**src/sv/iem_pkg.sv**
```systemverilog
// Shared types, register indexes and selector codes of the interval edit remapper.
package iem_pkg;

    localparam int POS_BITS_DEFAULT = 32;
    localparam int COORD_W          = 32;
    localparam int SUM_W            = COORD_W + 1;
    localparam int EXT_W            = COORD_W + 3;
    localparam int CFG_INDEX_W      = 3;

    localparam logic [1:0] KIND_REMOVAL   = 2'd0;
    localparam logic [1:0] KIND_INSERTION = 2'd1;

    localparam logic [1:0] STRAT_RESIZE   = 2'd0;
    localparam logic [1:0] STRAT_REMOVE   = 2'd1;
    localparam logic [1:0] STRAT_SEPARATE = 2'd3;

    localparam logic [1:0] DEST_KEPT    = 2'd0;
    localparam logic [1:0] DEST_DELETED = 2'd1;
    localparam logic [1:0] DEST_SPLIT   = 2'd2;

    localparam logic [CFG_INDEX_W-1:0] REG_EDIT_KIND  = 3'd0;
    localparam logic [CFG_INDEX_W-1:0] REG_STRATEGY   = 3'd1;
    localparam logic [CFG_INDEX_W-1:0] REG_EDIT_START = 3'd2;
    localparam logic [CFG_INDEX_W-1:0] REG_OLD_LENGTH = 3'd3;
    localparam logic [CFG_INDEX_W-1:0] REG_NEW_LENGTH = 3'd4;

    // Start selectors.
    localparam logic [2:0] SS_REGION   = 3'd0;
    localparam logic [2:0] SS_EDIT     = 3'd1;
    localparam logic [2:0] SS_NEW_END  = 3'd2;
    localparam logic [2:0] SS_LESS_OLD = 3'd3;
    localparam logic [2:0] SS_PLUS_NEW = 3'd4;
    localparam logic [2:0] SS_PLUS_OFF = 3'd5;

    // Length selectors.
    localparam logic [2:0] SL_REGION   = 3'd0;
    localparam logic [2:0] SL_ZERO     = 3'd1;
    localparam logic [2:0] SL_LESS_OLD = 3'd2;
    localparam logic [2:0] SL_HEAD     = 3'd3;
    localparam logic [2:0] SL_TAIL     = 3'd4;
    localparam logic [2:0] SL_PLUS_NEW = 3'd5;
    localparam logic [2:0] SL_PLUS_OFF = 3'd6;

    // Handling of a result whose length comes out as zero.
    localparam logic [1:0] ZM_NONE    = 2'd0;
    localparam logic [1:0] ZM_DELETE  = 2'd1;
    localparam logic [1:0] ZM_RESTORE = 2'd2;

    typedef struct packed {
        logic [COORD_W-1:0] region_start;
        logic [COORD_W-1:0] region_length;
    } region_t;

    typedef struct packed {
        logic [COORD_W-1:0] out_start;
        logic [COORD_W-1:0] out_length;
        logic [1:0]         destination;
        logic               last_of_run;
    } result_t;

    typedef struct packed {
        logic [1:0]              edit_kind;
        logic [1:0]              strategy;
        logic [COORD_W-1:0]      edit_start;
        logic [COORD_W-1:0]      old_length;
        logic [COORD_W-1:0]      new_length;
        logic [SUM_W-1:0]        edit_end;
        logic [SUM_W-1:0]        new_end;
        logic signed [SUM_W-1:0] offset;
    } cfg_t;

    typedef struct packed {
        region_t          region;
        logic [SUM_W-1:0] end_pos;
        logic [2:0]       sel_start;
        logic [2:0]       sel_len;
        logic [1:0]       dest;
        logic [1:0]       zero_mode;
        logic             split;
        logic [1:0]       dest2;
    } decode_t;

    typedef struct packed {
        logic signed [EXT_W-1:0] start;
        logic signed [EXT_W-1:0] length;
        region_t                 orig;
        logic [1:0]              dest;
        logic [1:0]              zero_mode;
        logic                    split;
        logic [SUM_W-1:0]        start2;
        logic [SUM_W-1:0]        length2;
        logic [1:0]              dest2;
    } calc_t;

    function automatic logic signed [EXT_W-1:0] widen(input logic [SUM_W-1:0] v);
        return $signed({{(EXT_W - SUM_W){1'b0}}, v});
    endfunction

endpackage

```
**src/sv/interval_edit_remapper.sv**
```systemverilog
// Top level of the interval edit remapper: configuration, decode, arithmetic and output stages.
//
// Channel   Ports                          Transfer
// config    cfg_we, cfg_index, cfg_data    write at each clock edge with cfg_we high
// region    start, busy, region            transaction at a clock edge with start high, busy low
// result    result_strobe, result          one transaction per cycle with result_strobe high
//
// A region can be accepted in every cycle in which busy is low. Its first result is driven
// through the capture, decode, arithmetic and output registers.
// A region cut in two by a split insertion gives two results in consecutive cycles; busy
// is high for the cycle of the first one, and the whole pipeline holds at the edge ending it.
// Reset clears the edit registers to zero and empties the pipeline.
// Results cannot be held off by the receiver.
module interval_edit_remapper #(
    parameter int POS_BITS = iem_pkg::POS_BITS_DEFAULT
) (
    input  logic                                clk,
    input  logic                                rst_n,
    input  logic                                cfg_we,
    input  logic [iem_pkg::CFG_INDEX_W-1:0]     cfg_index,
    input  logic [iem_pkg::COORD_W-1:0]         cfg_data,
    input  logic                                start,
    output logic                                busy,
    input  iem_pkg::region_t                    region,
    output logic                                result_strobe,
    output iem_pkg::result_t                    result
);

    iem_pkg::cfg_t    cfg;
    iem_pkg::decode_t decode;
    iem_pkg::calc_t   calc;
    logic             accept;
    logic             advance;
    logic             decode_valid;
    logic             calc_valid;

    assign accept  = start && !busy;
    assign advance = !busy;

    iem_cfg u_cfg (
        .clk       (clk),
        .rst_n     (rst_n),
        .cfg_we    (cfg_we),
        .cfg_index (cfg_index),
        .cfg_data  (cfg_data),
        .cfg       (cfg)
    );

    iem_classify u_classify (
        .clk     (clk),
        .rst_n   (rst_n),
        .advance (advance),
        .accept  (accept),
        .region  (region),
        .cfg     (cfg),
        .valid   (decode_valid),
        .decode  (decode)
    );

    iem_compute u_compute (
        .clk      (clk),
        .rst_n    (rst_n),
        .advance  (advance),
        .valid_in (decode_valid),
        .decode   (decode),
        .cfg      (cfg),
        .valid    (calc_valid),
        .calc     (calc)
    );

    iem_output #(
        .POS_BITS (POS_BITS)
    ) u_output (
        .clk           (clk),
        .rst_n         (rst_n),
        .valid         (calc_valid),
        .calc          (calc),
        .busy          (busy),
        .result_strobe (result_strobe),
        .result        (result)
    );

`ifndef SYNTHESIS
    // The cycle after a split first part always carries the closing second part.
    a_split_second: assert property (@(posedge clk) disable iff (!rst_n)
        busy |=> result_strobe && result.last_of_run)
        else $error("second part of a split did not follow");

    a_busy_single: assert property (@(posedge clk) disable iff (!rst_n)
        busy |=> !busy)
        else $error("pipeline held for more than one cycle");

    a_first_part: assert property (@(posedge clk) disable iff (!rst_n)
        result_strobe && !result.last_of_run |-> busy)
        else $error("first part of a split without a held pipeline");

    a_dest_code: assert property (@(posedge clk) disable iff (!rst_n)
        result_strobe |-> result.destination == iem_pkg::DEST_KEPT
                       || result.destination == iem_pkg::DEST_DELETED
                       || result.destination == iem_pkg::DEST_SPLIT)
        else $error("result destination out of range");
`endif

endmodule

```
**src/sv/iem_cfg.sv**
```systemverilog
// Edit configuration registers and the sums derived from them.
module iem_cfg (
    input  logic                                clk,
    input  logic                                rst_n,
    input  logic                                cfg_we,
    input  logic [iem_pkg::CFG_INDEX_W-1:0]     cfg_index,
    input  logic [iem_pkg::COORD_W-1:0]         cfg_data,
    output iem_pkg::cfg_t                       cfg
);

    logic [1:0]                       edit_kind_reg, edit_kind_next;
    logic [1:0]                       strategy_reg, strategy_next;
    logic [iem_pkg::COORD_W-1:0]      edit_start_reg, edit_start_next;
    logic [iem_pkg::COORD_W-1:0]      old_length_reg, old_length_next;
    logic [iem_pkg::COORD_W-1:0]      new_length_reg, new_length_next;
    logic [iem_pkg::SUM_W-1:0]        edit_end_reg, edit_end_next;
    logic [iem_pkg::SUM_W-1:0]        new_end_reg, new_end_next;
    logic signed [iem_pkg::SUM_W-1:0] offset_reg, offset_next;

    always_comb
    begin
        edit_kind_next  = edit_kind_reg;
        strategy_next   = strategy_reg;
        edit_start_next = edit_start_reg;
        old_length_next = old_length_reg;
        new_length_next = new_length_reg;
        if (cfg_we)
        begin
            case (cfg_index)
                iem_pkg::REG_EDIT_KIND:  edit_kind_next  = cfg_data[1:0];
                iem_pkg::REG_STRATEGY:   strategy_next   = cfg_data[1:0];
                iem_pkg::REG_EDIT_START: edit_start_next = cfg_data;
                iem_pkg::REG_OLD_LENGTH: old_length_next = cfg_data;
                iem_pkg::REG_NEW_LENGTH: new_length_next = cfg_data;
                default: ;
            endcase
        end
    end

    // The derived sums are registered from the edit registers, so they follow them in the next cycle.
    assign edit_end_next = {1'b0, edit_start_reg} + {1'b0, old_length_reg};
    assign new_end_next  = {1'b0, edit_start_reg} + {1'b0, new_length_reg};
    assign offset_next   = $signed({1'b0, new_length_reg}) - $signed({1'b0, old_length_reg});

    always_ff @(posedge clk or negedge rst_n)
    begin
        if (!rst_n)
        begin
            edit_kind_reg  <= '0;
            strategy_reg   <= '0;
            edit_start_reg <= '0;
            old_length_reg <= '0;
            new_length_reg <= '0;
            edit_end_reg   <= '0;
            new_end_reg    <= '0;
            offset_reg     <= '0;
        end
        else
        begin
            edit_kind_reg  <= edit_kind_next;
            strategy_reg   <= strategy_next;
            edit_start_reg <= edit_start_next;
            old_length_reg <= old_length_next;
            new_length_reg <= new_length_next;
            edit_end_reg   <= edit_end_next;
            new_end_reg    <= new_end_next;
            offset_reg     <= offset_next;
        end
    end

    assign cfg.edit_kind  = edit_kind_reg;
    assign cfg.strategy   = strategy_reg;
    assign cfg.edit_start = edit_start_reg;
    assign cfg.old_length = old_length_reg;
    assign cfg.new_length = new_length_reg;
    assign cfg.edit_end   = edit_end_reg;
    assign cfg.new_end    = new_end_reg;
    assign cfg.offset     = offset_reg;

endmodule

```
**src/sv/iem_classify.sv**
```systemverilog
// Capture stage and decode stage: compares each region against the edit and picks the formulae.
module iem_classify (
    input  logic                clk,
    input  logic                rst_n,
    input  logic                advance,
    input  logic                accept,
    input  iem_pkg::region_t    region,
    input  iem_pkg::cfg_t       cfg,
    output logic                valid,
    output iem_pkg::decode_t    decode
);

    logic                         s1_valid_reg;
    iem_pkg::region_t             s1_region_reg;
    logic [iem_pkg::SUM_W-1:0]    s1_end_reg, s1_end_next;
    logic                         s2_valid_reg;
    iem_pkg::decode_t             s2_decode_reg, s2_decode_next;

    logic [iem_pkg::COORD_W-1:0]  s_pos;
    logic [iem_pkg::SUM_W-1:0]    s_wide;
    logic [iem_pkg::SUM_W-1:0]    es_wide;
    logic s_lt_es, s_le_es, end_le_es, e_le_end, end_le_e, s_ge_e, s_lt_ne, end_le_ne;
    logic off_zero, off_pos, hit, holds_a, holds_b;

    assign s1_end_next = {1'b0, region.region_start} + {1'b0, region.region_length};

    assign s_pos   = s1_region_reg.region_start;
    assign s_wide  = {1'b0, s_pos};
    assign es_wide = {1'b0, cfg.edit_start};

    assign s_lt_es   = s_pos < cfg.edit_start;
    assign s_le_es   = s_pos <= cfg.edit_start;
    assign end_le_es = s1_end_reg <= es_wide;
    assign e_le_end  = cfg.edit_end <= s1_end_reg;
    assign end_le_e  = s1_end_reg <= cfg.edit_end;
    assign s_ge_e    = s_wide >= cfg.edit_end;
    assign s_lt_ne   = s_wide < cfg.new_end;
    assign end_le_ne = s1_end_reg <= cfg.new_end;
    assign off_zero  = cfg.offset == '0;
    assign off_pos   = !cfg.offset[iem_pkg::SUM_W-1] && !off_zero;

    // The region meets the edited stretch, or it contains the edit, or the edit contains it.
    assign hit     = s_lt_es ? !end_le_es : !s_ge_e;
    assign holds_a = s_le_es && e_le_end;
    assign holds_b = !s_lt_es && end_le_e;

    always_comb
    begin
        s2_decode_next           = '0;
        s2_decode_next.region    = s1_region_reg;
        s2_decode_next.end_pos   = s1_end_reg;
        s2_decode_next.sel_start = iem_pkg::SS_REGION;
        s2_decode_next.sel_len   = iem_pkg::SL_REGION;
        s2_decode_next.dest      = iem_pkg::DEST_KEPT;
        s2_decode_next.zero_mode = iem_pkg::ZM_NONE;
        s2_decode_next.split     = 1'b0;
        s2_decode_next.dest2     = iem_pkg::DEST_KEPT;
        case (cfg.edit_kind)
            iem_pkg::KIND_REMOVAL:
            begin
                s2_decode_next.zero_mode = iem_pkg::ZM_RESTORE;
                if (cfg.strategy == iem_pkg::STRAT_REMOVE)
                begin
                    if (hit || holds_b)
                        s2_decode_next.sel_len = iem_pkg::SL_ZERO;
                    else if (s_ge_e)
                        s2_decode_next.sel_start = iem_pkg::SS_LESS_OLD;
                end
                else if (holds_a)
                    s2_decode_next.sel_len = iem_pkg::SL_LESS_OLD;
                else if (holds_b)
                    s2_decode_next.sel_len = iem_pkg::SL_ZERO;
                else if (hit)
                begin
                    if (s_le_es)
                        s2_decode_next.sel_len = iem_pkg::SL_HEAD;
                    else
                    begin
                        s2_decode_next.sel_start = iem_pkg::SS_EDIT;
                        s2_decode_next.sel_len   = iem_pkg::SL_TAIL;
                    end
                end
                else if (s_ge_e)
                    s2_decode_next.sel_start = iem_pkg::SS_LESS_OLD;
            end
            iem_pkg::KIND_INSERTION:
            begin
                if (end_le_es)
                    s2_decode_next.dest = iem_pkg::DEST_KEPT;
                else if (!s_lt_es)
                begin
                    s2_decode_next.sel_start = iem_pkg::SS_PLUS_NEW;
                    if (cfg.strategy == iem_pkg::STRAT_SEPARATE)
                        s2_decode_next.dest = iem_pkg::DEST_SPLIT;
                end
                else
                begin
                    case (cfg.strategy)
                        iem_pkg::STRAT_RESIZE: s2_decode_next.sel_len = iem_pkg::SL_PLUS_NEW;
                        iem_pkg::STRAT_REMOVE: s2_decode_next.dest = iem_pkg::DEST_DELETED;
                        default:
                        begin
                            s2_decode_next.sel_len = iem_pkg::SL_HEAD;
                            s2_decode_next.split   = 1'b1;
                            if (cfg.strategy == iem_pkg::STRAT_SEPARATE)
                                s2_decode_next.dest2 = iem_pkg::DEST_SPLIT;
                        end
                    endcase
                end
            end
            default:
            begin
                if (cfg.strategy == iem_pkg::STRAT_REMOVE)
                begin
                    // A removal followed by an insertion, both under the remove strategy.
                    s2_decode_next.zero_mode = iem_pkg::ZM_RESTORE;
                    if (hit || holds_b)
                        s2_decode_next.sel_len = iem_pkg::SL_ZERO;
                    else if (s_ge_e)
                        s2_decode_next.sel_start = iem_pkg::SS_PLUS_OFF;
                    else if (end_le_es)
                        s2_decode_next.dest = iem_pkg::DEST_KEPT;
                    else if (s_lt_es)
                        s2_decode_next.dest = iem_pkg::DEST_DELETED;
                    else
                        s2_decode_next.sel_start = iem_pkg::SS_PLUS_NEW;
                end
                else
                begin
                    s2_decode_next.zero_mode = iem_pkg::ZM_DELETE;
                    if (off_zero || end_le_es)
                    begin
                        // Untouched regions stay kept even when their length is zero.
                        s2_decode_next.dest      = iem_pkg::DEST_KEPT;
                        s2_decode_next.zero_mode = iem_pkg::ZM_NONE;
                    end
                    else if (holds_a)
                        s2_decode_next.sel_len = iem_pkg::SL_PLUS_OFF;
                    else if (s_ge_e)
                        s2_decode_next.sel_start = iem_pkg::SS_PLUS_OFF;
                    else if (off_pos)
                    begin
                        if (!end_le_e)
                            s2_decode_next.sel_len = iem_pkg::SL_PLUS_OFF;
                    end
                    else if (end_le_ne)
                        s2_decode_next.dest = iem_pkg::DEST_KEPT;
                    else if (s_lt_ne && e_le_end)
                        s2_decode_next.sel_len = iem_pkg::SL_PLUS_OFF;
                    else if (!s_lt_ne && end_le_e)
                        s2_decode_next.sel_len = iem_pkg::SL_ZERO;
                    else if (s_lt_ne)
                        s2_decode_next.sel_len = iem_pkg::SL_HEAD;
                    else
                    begin
                        s2_decode_next.sel_start = iem_pkg::SS_NEW_END;
                        s2_decode_next.sel_len   = iem_pkg::SL_TAIL;
                    end
                end
            end
        endcase
    end

    always_ff @(posedge clk or negedge rst_n)
    begin
        if (!rst_n)
        begin
            s1_valid_reg <= 1'b0;
            s2_valid_reg <= 1'b0;
        end
        else if (advance)
        begin
            s1_valid_reg <= accept;
            s2_valid_reg <= s1_valid_reg;
        end
    end

    always_ff @(posedge clk)
    begin
        if (advance)
        begin
            s1_region_reg <= region;
            s1_end_reg    <= s1_end_next;
            s2_decode_reg <= s2_decode_next;
        end
    end

    assign valid  = s2_valid_reg;
    assign decode = s2_decode_reg;

endmodule

```
**src/sv/iem_compute.sv**
```systemverilog
// Arithmetic stage: forms the exact start and length of each result from the decoded selection.
module iem_compute (
    input  logic                clk,
    input  logic                rst_n,
    input  logic                advance,
    input  logic                valid_in,
    input  iem_pkg::decode_t    decode,
    input  iem_pkg::cfg_t       cfg,
    output logic                valid,
    output iem_pkg::calc_t      calc
);

    logic                             s3_valid_reg;
    iem_pkg::calc_t                   s3_calc_reg, s3_calc_next;
    logic signed [iem_pkg::EXT_W-1:0] s_x, l_x, es_x, ol_x, nl_x, end_x, e_x, ne_x, off_x;

    assign s_x   = iem_pkg::widen({1'b0, decode.region.region_start});
    assign l_x   = iem_pkg::widen({1'b0, decode.region.region_length});
    assign es_x  = iem_pkg::widen({1'b0, cfg.edit_start});
    assign ol_x  = iem_pkg::widen({1'b0, cfg.old_length});
    assign nl_x  = iem_pkg::widen({1'b0, cfg.new_length});
    assign end_x = iem_pkg::widen(decode.end_pos);
    assign e_x   = iem_pkg::widen(cfg.edit_end);
    assign ne_x  = iem_pkg::widen(cfg.new_end);
    assign off_x = {{(iem_pkg::EXT_W - iem_pkg::SUM_W){cfg.offset[iem_pkg::SUM_W-1]}},
                    cfg.offset};

    always_comb
    begin
        s3_calc_next           = '0;
        s3_calc_next.orig      = decode.region;
        s3_calc_next.dest      = decode.dest;
        s3_calc_next.zero_mode = decode.zero_mode;
        s3_calc_next.split     = decode.split;
        s3_calc_next.dest2     = decode.dest2;
        s3_calc_next.start2    = cfg.new_end;
        s3_calc_next.length2   = decode.end_pos - {1'b0, cfg.edit_start};
        case (decode.sel_start)
            iem_pkg::SS_REGION:   s3_calc_next.start = s_x;
            iem_pkg::SS_EDIT:     s3_calc_next.start = es_x;
            iem_pkg::SS_NEW_END:  s3_calc_next.start = ne_x;
            iem_pkg::SS_LESS_OLD: s3_calc_next.start = s_x - ol_x;
            iem_pkg::SS_PLUS_NEW: s3_calc_next.start = s_x + nl_x;
            iem_pkg::SS_PLUS_OFF: s3_calc_next.start = s_x + off_x;
            default:              s3_calc_next.start = s_x;
        endcase
        case (decode.sel_len)
            iem_pkg::SL_REGION:   s3_calc_next.length = l_x;
            iem_pkg::SL_ZERO:     s3_calc_next.length = '0;
            iem_pkg::SL_LESS_OLD: s3_calc_next.length = l_x - ol_x;
            iem_pkg::SL_HEAD:     s3_calc_next.length = es_x - s_x;
            iem_pkg::SL_TAIL:     s3_calc_next.length = end_x - e_x;
            iem_pkg::SL_PLUS_NEW: s3_calc_next.length = l_x + nl_x;
            iem_pkg::SL_PLUS_OFF: s3_calc_next.length = l_x + off_x;
            default:              s3_calc_next.length = l_x;
        endcase
    end

    always_ff @(posedge clk or negedge rst_n)
    begin
        if (!rst_n)
            s3_valid_reg <= 1'b0;
        else if (advance)
            s3_valid_reg <= valid_in;
    end

    always_ff @(posedge clk)
    begin
        if (advance)
            s3_calc_reg <= s3_calc_next;
    end

    assign valid = s3_valid_reg;
    assign calc  = s3_calc_reg;

endmodule

```
**src/sv/iem_output.sv**
```systemverilog
// Output stage: saturation, deletion rules and sequencing of the second result of a split.
module iem_output #(
    parameter int POS_BITS = iem_pkg::POS_BITS_DEFAULT
) (
    input  logic                clk,
    input  logic                rst_n,
    input  logic                valid,
    input  iem_pkg::calc_t      calc,
    output logic                busy,
    output logic                result_strobe,
    output iem_pkg::result_t    result
);

    localparam int CW = iem_pkg::COORD_W;
    localparam logic [CW-1:0] SAT_LIMIT =
        (POS_BITS >= CW) ? {CW{1'b1}} : CW'((64'd1 << POS_BITS) - 64'd1);
    localparam logic signed [iem_pkg::EXT_W-1:0] LIMIT_X = iem_pkg::widen({1'b0, SAT_LIMIT});

    iem_pkg::result_t result_reg, result_next;
    iem_pkg::result_t spare_reg, spare_next;
    logic             strobe_reg, strobe_next;
    logic             pend_reg, pend_next;
    iem_pkg::result_t beat0, beat1;
    logic             zero_len;

    function automatic logic [CW-1:0] clip(input logic signed [iem_pkg::EXT_W-1:0] v);
        logic [CW-1:0] r;
        if (v < 0)
            r = '0;
        else if (v > LIMIT_X)
            r = SAT_LIMIT;
        else
            r = v[CW-1:0];
        return r;
    endfunction

    assign zero_len = calc.length[iem_pkg::EXT_W-1] || (calc.length == '0);

    always_comb
    begin
        beat0.out_start   = clip(calc.start);
        beat0.out_length  = clip(calc.length);
        beat0.destination = calc.dest;
        beat0.last_of_run = !calc.split;
        case (calc.zero_mode)
            iem_pkg::ZM_DELETE:
            begin
                if (zero_len)
                    beat0.destination = iem_pkg::DEST_DELETED;
            end
            iem_pkg::ZM_RESTORE:
            begin
                // A removed region is reported as it was before the edit.
                if (zero_len)
                begin
                    beat0.out_start   = clip(iem_pkg::widen({1'b0, calc.orig.region_start}));
                    beat0.out_length  = clip(iem_pkg::widen({1'b0, calc.orig.region_length}));
                    beat0.destination = iem_pkg::DEST_DELETED;
                end
            end
            default: ;
        endcase
        beat1.out_start   = clip(iem_pkg::widen(calc.start2));
        beat1.out_length  = clip(iem_pkg::widen(calc.length2));
        beat1.destination = calc.dest2;
        beat1.last_of_run = 1'b1;
    end

    always_comb
    begin
        result_next = result_reg;
        spare_next  = spare_reg;
        strobe_next = 1'b0;
        pend_next   = 1'b0;
        if (pend_reg)
        begin
            result_next = spare_reg;
            strobe_next = 1'b1;
        end
        else
        begin
            spare_next = beat1;
            if (valid)
            begin
                result_next = beat0;
                strobe_next = 1'b1;
                pend_next   = calc.split;
            end
        end
    end

    always_ff @(posedge clk or negedge rst_n)
    begin
        if (!rst_n)
        begin
            strobe_reg <= 1'b0;
            pend_reg   <= 1'b0;
        end
        else
        begin
            strobe_reg <= strobe_next;
            pend_reg   <= pend_next;
        end
    end

    always_ff @(posedge clk)
    begin
        result_reg <= result_next;
        spare_reg  <= spare_next;
    end

    assign busy          = pend_reg;
    assign result_strobe = strobe_reg;
    assign result        = result_reg;

endmodule
```
**config.mk**
```make
export PLATFORM = sky130hd
export DESIGN_NAME = interval_edit_remapper
export DESIGN_NICKNAME = d
export VERILOG_FILES = /design/src/sv/iem_pkg.sv /design/src/sv/interval_edit_remapper.sv /design/src/sv/iem_cfg.sv /design/src/sv/iem_classify.sv /design/src/sv/iem_compute.sv /design/src/sv/iem_output.sv
export SDC_FILE = /design/constraint.sdc
export NUM_CORES = 2
export LEC_CHECK = 0
export BUFFER_PORTS_ARGS = -buffer_cell sky130_fd_sc_hd__buf_2
export CORE_AREA = 2 2 347 349
export DETAILED_ROUTE_END_ITERATION = 12
export DIE_AREA = 0 0 349 351
export PLACE_DENSITY = 0.72
export SKIP_LAST_GASP = 1
export SYNTH_ARGS = -nofsm -noshare
export SYNTH_HDL_FRONTEND = slang
export SYNTH_SLANG_ARGS = --single-unit
```
**constraint.sdc**
```tcl
create_clock -name clk -period 34.2 [get_ports clk]
set_input_delay 6.84 -clock clk [delete_from_list [all_inputs] [get_ports clk]]
set_output_delay 6.84 -clock clk [all_outputs]
set_load 0.03 [all_outputs]
```
Word-level counts from Yosys, hierarchy flattened

Index checks and enable logic that the tools add are counted.

Reduce and logical (&&, ||, !) cells: 31
Magnitude comparators: 14
Add/sub/neg operators: 13
Bitwise operators: 2
Mux-type cells: 67
Equal/unequal tests: 20

Operator list:

| operator                                                        | count |
|---|---|
| one-hot mux 35 bit (6 select lines)                             | 1 |
| one-hot mux 35 bit (5 select lines)                             | 1 |
| adder 32 x 32 -> 33 bit                                         | 5 |
| two-way mux 67 bit                                              | 2 |
| subtractor 32 x 32 -> 33 bit                                    | 4 |
| two-way mux 32 bit                                              | 4 |
| less-or-equal comparator 33 bit                                 | 3 |
| two-way mux 3 bit                                               | 24 |
| greater-than comparator 35 x 33 -> 1 bit, second input constant | 2 |
| less-than comparator 35 x 1 -> 1 bit, second input constant     | 2 |
| adder 33 x 33 -> 34 bit                                         | 2 |
| greater-than comparator 33 x 32 -> 1 bit, second input constant | 2 |
| two-way mux 66 bit                                              | 1 |
| two-way mux 64 bit                                              | 1 |
| logical NOT 35 bit                                              | 1 |
| subtractor 33 x 33 -> 34 bit                                    | 1 |
| greater-or-equal comparator 32 x 33 -> 1 bit                    | 1 |
| less-or-equal comparator 33 x 32 -> 1 bit                       | 1 |
| logical NOT 33 bit                                              | 1 |
| less-than comparator 32 x 33 -> 1 bit                           | 1 |
| subtractor 33 x 32 -> 33 bit                                    | 1 |
| less-or-equal comparator 32 bit                                 | 1 |
| less-than comparator 32 bit                                     | 1 |
| two-way mux 2 bit                                               | 12 |
| other kinds (23)                                                | 72 |

Register bits after elaboration: 751
Bits of input ports: 103
Output and inout bits: 69
Logic and storage cells: 189

Longest topological paths before layout

Depth after elaboration: 12
Depth in mapped cells: 14
Mapped depth without buffers: 14

Cells and area by module

Synthesis repeated with hierarchy kept, for this count alone.

Cell total of the unflattened synthesis: 5456
Area total of the unflattened synthesis: 53965.5 µm²

Modules (own cells, without submodules):

| module                 | cells each | times used | seq. area each (µm²) | area each (µm²) |
|---|---|---|---|---|
| iem_compute            | 2818       | 1          | 6180.9               | 23485.0 |
| iem_classify           | 1090       | 1          | 6236.0               | 12756.0 |
| iem_cfg                | 1084       | 1          | 4979.8               | 11427.2 |
| iem_output             | 462        | 1          | 4043.9               | 6287.3 |
| interval_edit_remapper | 2          | 1          | 0.0                  | 10.0 |

Least setup slack after synthesis

Ideal clock, no wire load.

Kind: flip-flop to flip-flop
Start: register u_output.pend_reg (netlist: u_output.busy)
End: register u_output.pend_reg (netlist: u_output.busy)
Path buffers: 2
Required time: 34.069 ns
Path slack: 23.017 ns
Data arrival time: 11.052 ns
Library setup time: 0.131 ns
Clock period less this slack: 11.183 ns
Stages on the path, launching flop included: 5
Cell sequence: dfrtp_1 clkbuf_1 clkbuf_1 inv_1 and3_1

Longest elaborated chain between the ends: 1

RTL lines:

| item                   | line              | source |
|---|---|---|
| from (decl)            | iem_output.sv:22  | `logic pend_reg, pend_next;` |
| from (signal assigned) | iem_output.sv:102 | `pend_reg <= pend_next;` |
| two-way mux 1 bit      | iem_output.sv:75  | `if (pend_reg)` |
| via u_output.pend_next | iem_output.sv:22  |  |

The timed path passes the listed nets, and every way through them passes these cells.
A chain may end at the register's enable or synchronous reset.

Worst setup path after layout

Start: input port region[8] in the netlist's numbering
End: register u_classify.s1_end_reg[25] in the netlist's numbering, data pin

Longest elaborated chain between the ends: 1

RTL lines:

| item                                | line                         | source |
|---|---|---|
| from (decl)                         | interval_edit_remapper.sv:24 | `input iem_pkg::region_t region,` |
| adder 32 x 32 -> 33 bit             | iem_classify.sv:25           | `assign s1_end_next = {1'b0, region.region_start} + {1'b0, region.region_length};` |
| via u_classify.s1_end_next, one bit | iem_classify.sv:15           | `logic [iem_pkg::SUM_W-1:0] s1_end_reg, s1_end_next;` |
| to (signal assigned)                | iem_classify.sv:183          | `s1_end_reg <= s1_end_next;` |
| to (decl)                           | iem_classify.sv:15           |  |

The timed path passes the listed nets, and every way through them passes these cells.

==> impl_metrics.csv <==
group,metric,value,unit
global_route,grt_pass1_vias,42589,
floorplanning,start_util,0.446,
floorplanning,coreArea,119000,µm²
route,routed_wl,195000,µm
logic_synthesis,synthesis.nets,6133,
sta,timing.final.crit_period,9.56,ns
critical_path,cp_slowest_stage_delay,0.44,ns
critical_path,endpoint_kind,"flop",
logic_synthesis,ys_types,96,
sta,fin_tns_setup,0,ns
pwr,power,6.35,mW
floorplanning,std_cell_rows,127,
floorplanning,die-area,122000,µm²
logic_synthesis,ys_seq_area_frac,0.403,
global_route,grtUsageMet1,0.455,
clocking,cts.sinks,746,
global_route,grt_pass1_wl,279000,µm
clocking,cts-resized-gates,0,
route,dr.pass1.iters,5,
place,hpwl,158000,µm
clocking,clockRootBuffer,"clkbuf_16",
logic_synthesis,yosysWarnings,0,
finish,num-nets-final,6288,
sta,setup_viol,0,
sta,hold_violations,0,
critical_path,critical_path.max_fanout,5,
critical_path,critPathTopFamily,"compound AO/OA/AOI/OAI gates",
finish,regArea,21400,µm²
sta,tightest_slew,1.38,ns
logic_synthesis,syn_inst,5405,
clocking,clkSlewWorstSetupHoldPaths,0.06,ns
logic_synthesis,syn-cell-area,53100,µm²
sta,finalCritPeriodShare,0.280,
route,drc,0,
clocking,clock_path_buffers,3,
pwr,p_leak,25.4,nW
global_route,antenna_found_initial,10,
status,status,"complete, no violations",
sta,slew_headroom,0.0779,
floorplanning,dieHeight,351,µm
sta,slew_viol_final,0,
critical_path,critical_path.slowest_cell,"nor4_1",
global_route,grt_overflow,0,
route,ant_nets,0,
place,place_congestion,1.02,
clocking,cts_hold_buf,0,
global_route,grt.total_usage,0.313,
critical_path,path_cells,"buf_2 -> ha_1 -> and3_1 -> and3_1 -> a311o_1 -> nor4_1 -> o22ai_1 -> or2_2 -> a21oi_1 -> o21ai_0 -> a21oi_1 -> xnor2_1",
finish,multi_input_area,29700,µm²
floorplanning,ios,172,
clocking,cts_max_level,3,
global_route,gr-usage-met3,0.0574,
route,vias_per_cell,6.28,
sta,rsz0062_at_grt,"no",
route,routedWlPerCell,27.2,µm
place,placement.io_buffers,171,
critical_path,crit_buf_inv,1,
logic_synthesis,synthFlopType,"edfxtp_1",
floorplanning,die_w,349,µm
pwr,p_per_area,108,nW/µm²
logic_synthesis,yosys.area.top_type,"edfxtp_1",
critical_path,cp-start-kind,"input port",
finish,syn_to_final_growth,10.4,%
route,via_count,45136,
global_route,globalRouteMet2Util,0.458,
clocking,cts_buffers,87,
critical_path,arrival,10.01,ns
route,drt_iter0_drc,5581,
finish,largest_reg_flops,204,
sta,fmax,0.105,GHz
hold_path,holdCritPathClass,"reg -> reg",
job,cap_violations,0,
clocking,post-cts-setup-buffers,0,
critical_path,crit_type,"in -> reg",
finish,drive_above_1_share,0.101,
global_route,top_usage_layer,"met2",
logic_synthesis,synth_edf_count,542,
logic_synthesis,async_reset_ff_frac,0.273,
global_route,grt_max_degree,169,
pwr,irDropWorstVdd,0.0477,mV
logic_synthesis,avgSynthCellArea,9.82,µm²
logic_synthesis,yosys-top-cells-area,"edfxtp_1 (31%), ha_1 (14%), dfrtp_1 (9.6%), a21oi_1 (5.1%), xnor2_1 (3.5%)",
sta,fin_skew,0.0244,ns
logic_synthesis,synth_seq_cells,746,
logic_synthesis,yosysTopAreaCellShare,0.307,
finish,fill_cells,10915,
clocking,cts_tree,"yes",
clocking,clkLatencyLatePin,0.71,ns
critical_path,cp.required,34.65,ns
-- layout by cell type (no fill, tap or decap), drive strengths merged, types with 26 or more instances in the layout --
cell type / n
ha: 612
edfxtp: 542
a21oi: 541
nor2: 396
inv: 389
o21ai: 330
nand2: 268
a21o: 216
xnor2: 214
buf: 214
dfrtp: 204
a211oi: 148
clkbuf: 109
xor2: 108
nor3: 106
or2: 86
o21a: 83
nand3: 82
mux2: 72
nand2b: 62
nand4: 60
nor2b: 59
a31oi: 52
o21bai: 48
o211ai: 42
nor4: 42
and3: 41
o31ai: 34
o22ai: 33
or3: 32
clkinv: 29
and2: 26
-- area by class of cell --
type / instances / share of cell area
Inverter: 380 / 0.0245
Multi-Input combinational cell: 4131 / 0.507
Clock buffer: 109 / 0.0407
Clock inverter: 55 / 0.00905
Tap cell: 1548 / 0.0331
Sequential cell: 746 / 0.365
Timing Repair Buffer: 214 / 0.0205
Antenna cell: 2 / 0.0000854
-- cells by family after synthesis --
family,synth area share
multiplexers,0.0181
flip-flops,0.403
XOR/XNOR,0.0531
AND/OR/NAND/NOR,0.123
adder cells (fa/ha/maj),0.149
buffers and inverters,0.0376
AO/OA/AOI/OAI,0.216
-- final timing paths --
kind	startpoint	to	slack, ns	cells past startpoint
setup / recovery	region[8]	u_classify.s1_end_reg[25]	24.64	12
hold / removal	u_classify.s1_region_reg[18]	u_classify.decode[64]	0.42	0
setup reg to reg	u_compute.calc[137]	u_output.result[21]	29.30	8
hold reg to reg	u_classify.s1_region_reg[18]	u_classify.decode[64]	0.42	0
max in group asynchronous	rst_n	u_cfg.edit_end_reg[32]	25.85	3
min in group asynchronous	rst_n	u_output.result_strobe	6.10	1
-- per-layer routing --
metal  wire, µm  vias to the layer above
met5         13                        -
met4       8020                        2
met2      80800                     2154
met3      20600                      327
met1      86100                    22062
li1           -                    20591
-- worst register-to-register path, stage by stage (launching register included) --
cell      delay [ns]
edfxtp_1        0.60
nor4_1          1.15
nand4_1         0.34
nor2_1          0.32
a41o_1          0.36
and2_4          0.41
buf_4           0.68
a211oi_1        0.30
a21oi_1         0.47
-- per-stage QoR --
stage	setup slack [ns]	hold slack, ns	util	cells	instance area [µm²]
global route	24.36	0.425	0.492	7183	58600
finish	24.64	0.417	0.492	7185	58600
detailed placement	23.91	0.405	0.468	7019	55700
CTS	24.64	0.418	0.492	7183	58600
global placement	23.88	0.402	0.468	7019	55700
floorplan	23.02	0.400	-	5405	53100
-- synth_stat cells (11+ instances only) --
cell       count
o31ai_1       29
a21o_1       216
ha_1         612
o21ai_1       13
a21oi_1      541
mux2_2        72
nor3_1       106
or3_1         32
fa_1          13
mux2i_1       15
nand2_1      268
nor4_1        41
o21ai_0      316
nand3b_1      12
nand3_1       82
a311oi_1      15
a211o_1       17
dfrtp_1      204
o21bai_1      48
a221oi_1      20
xnor2_1      214
a22oi_1       18
nor2b_1       59
and2_1        25
a21boi_0      11
o21a_1        83
o211ai_1      42
a211oi_1     146
a2111oi_0     20
nor2_1       396
clkbuf_1     134
a31o_2        13
edfxtp_1     542
inv_1        380
and3_1        41
o22ai_1       33
nand2b_1      62
nor3b_1       13
or2_2         85
xor2_1       108
nand4_1       60
a31oi_1       51
-- where the power goes --
| part | leakage, nW | total (mW) | switching [mW] | internal, mW |
|---|---|---|---|---|
| Sequential | 8.03 | 1.84 | 0.372 | 1.47 |
| Clock | 1.40 | 0.954 | 0.414 | 0.539 |
| Combinational | 16.0 | 3.55 | 2.24 | 1.31 |
(Power assumes the default switching activity.)
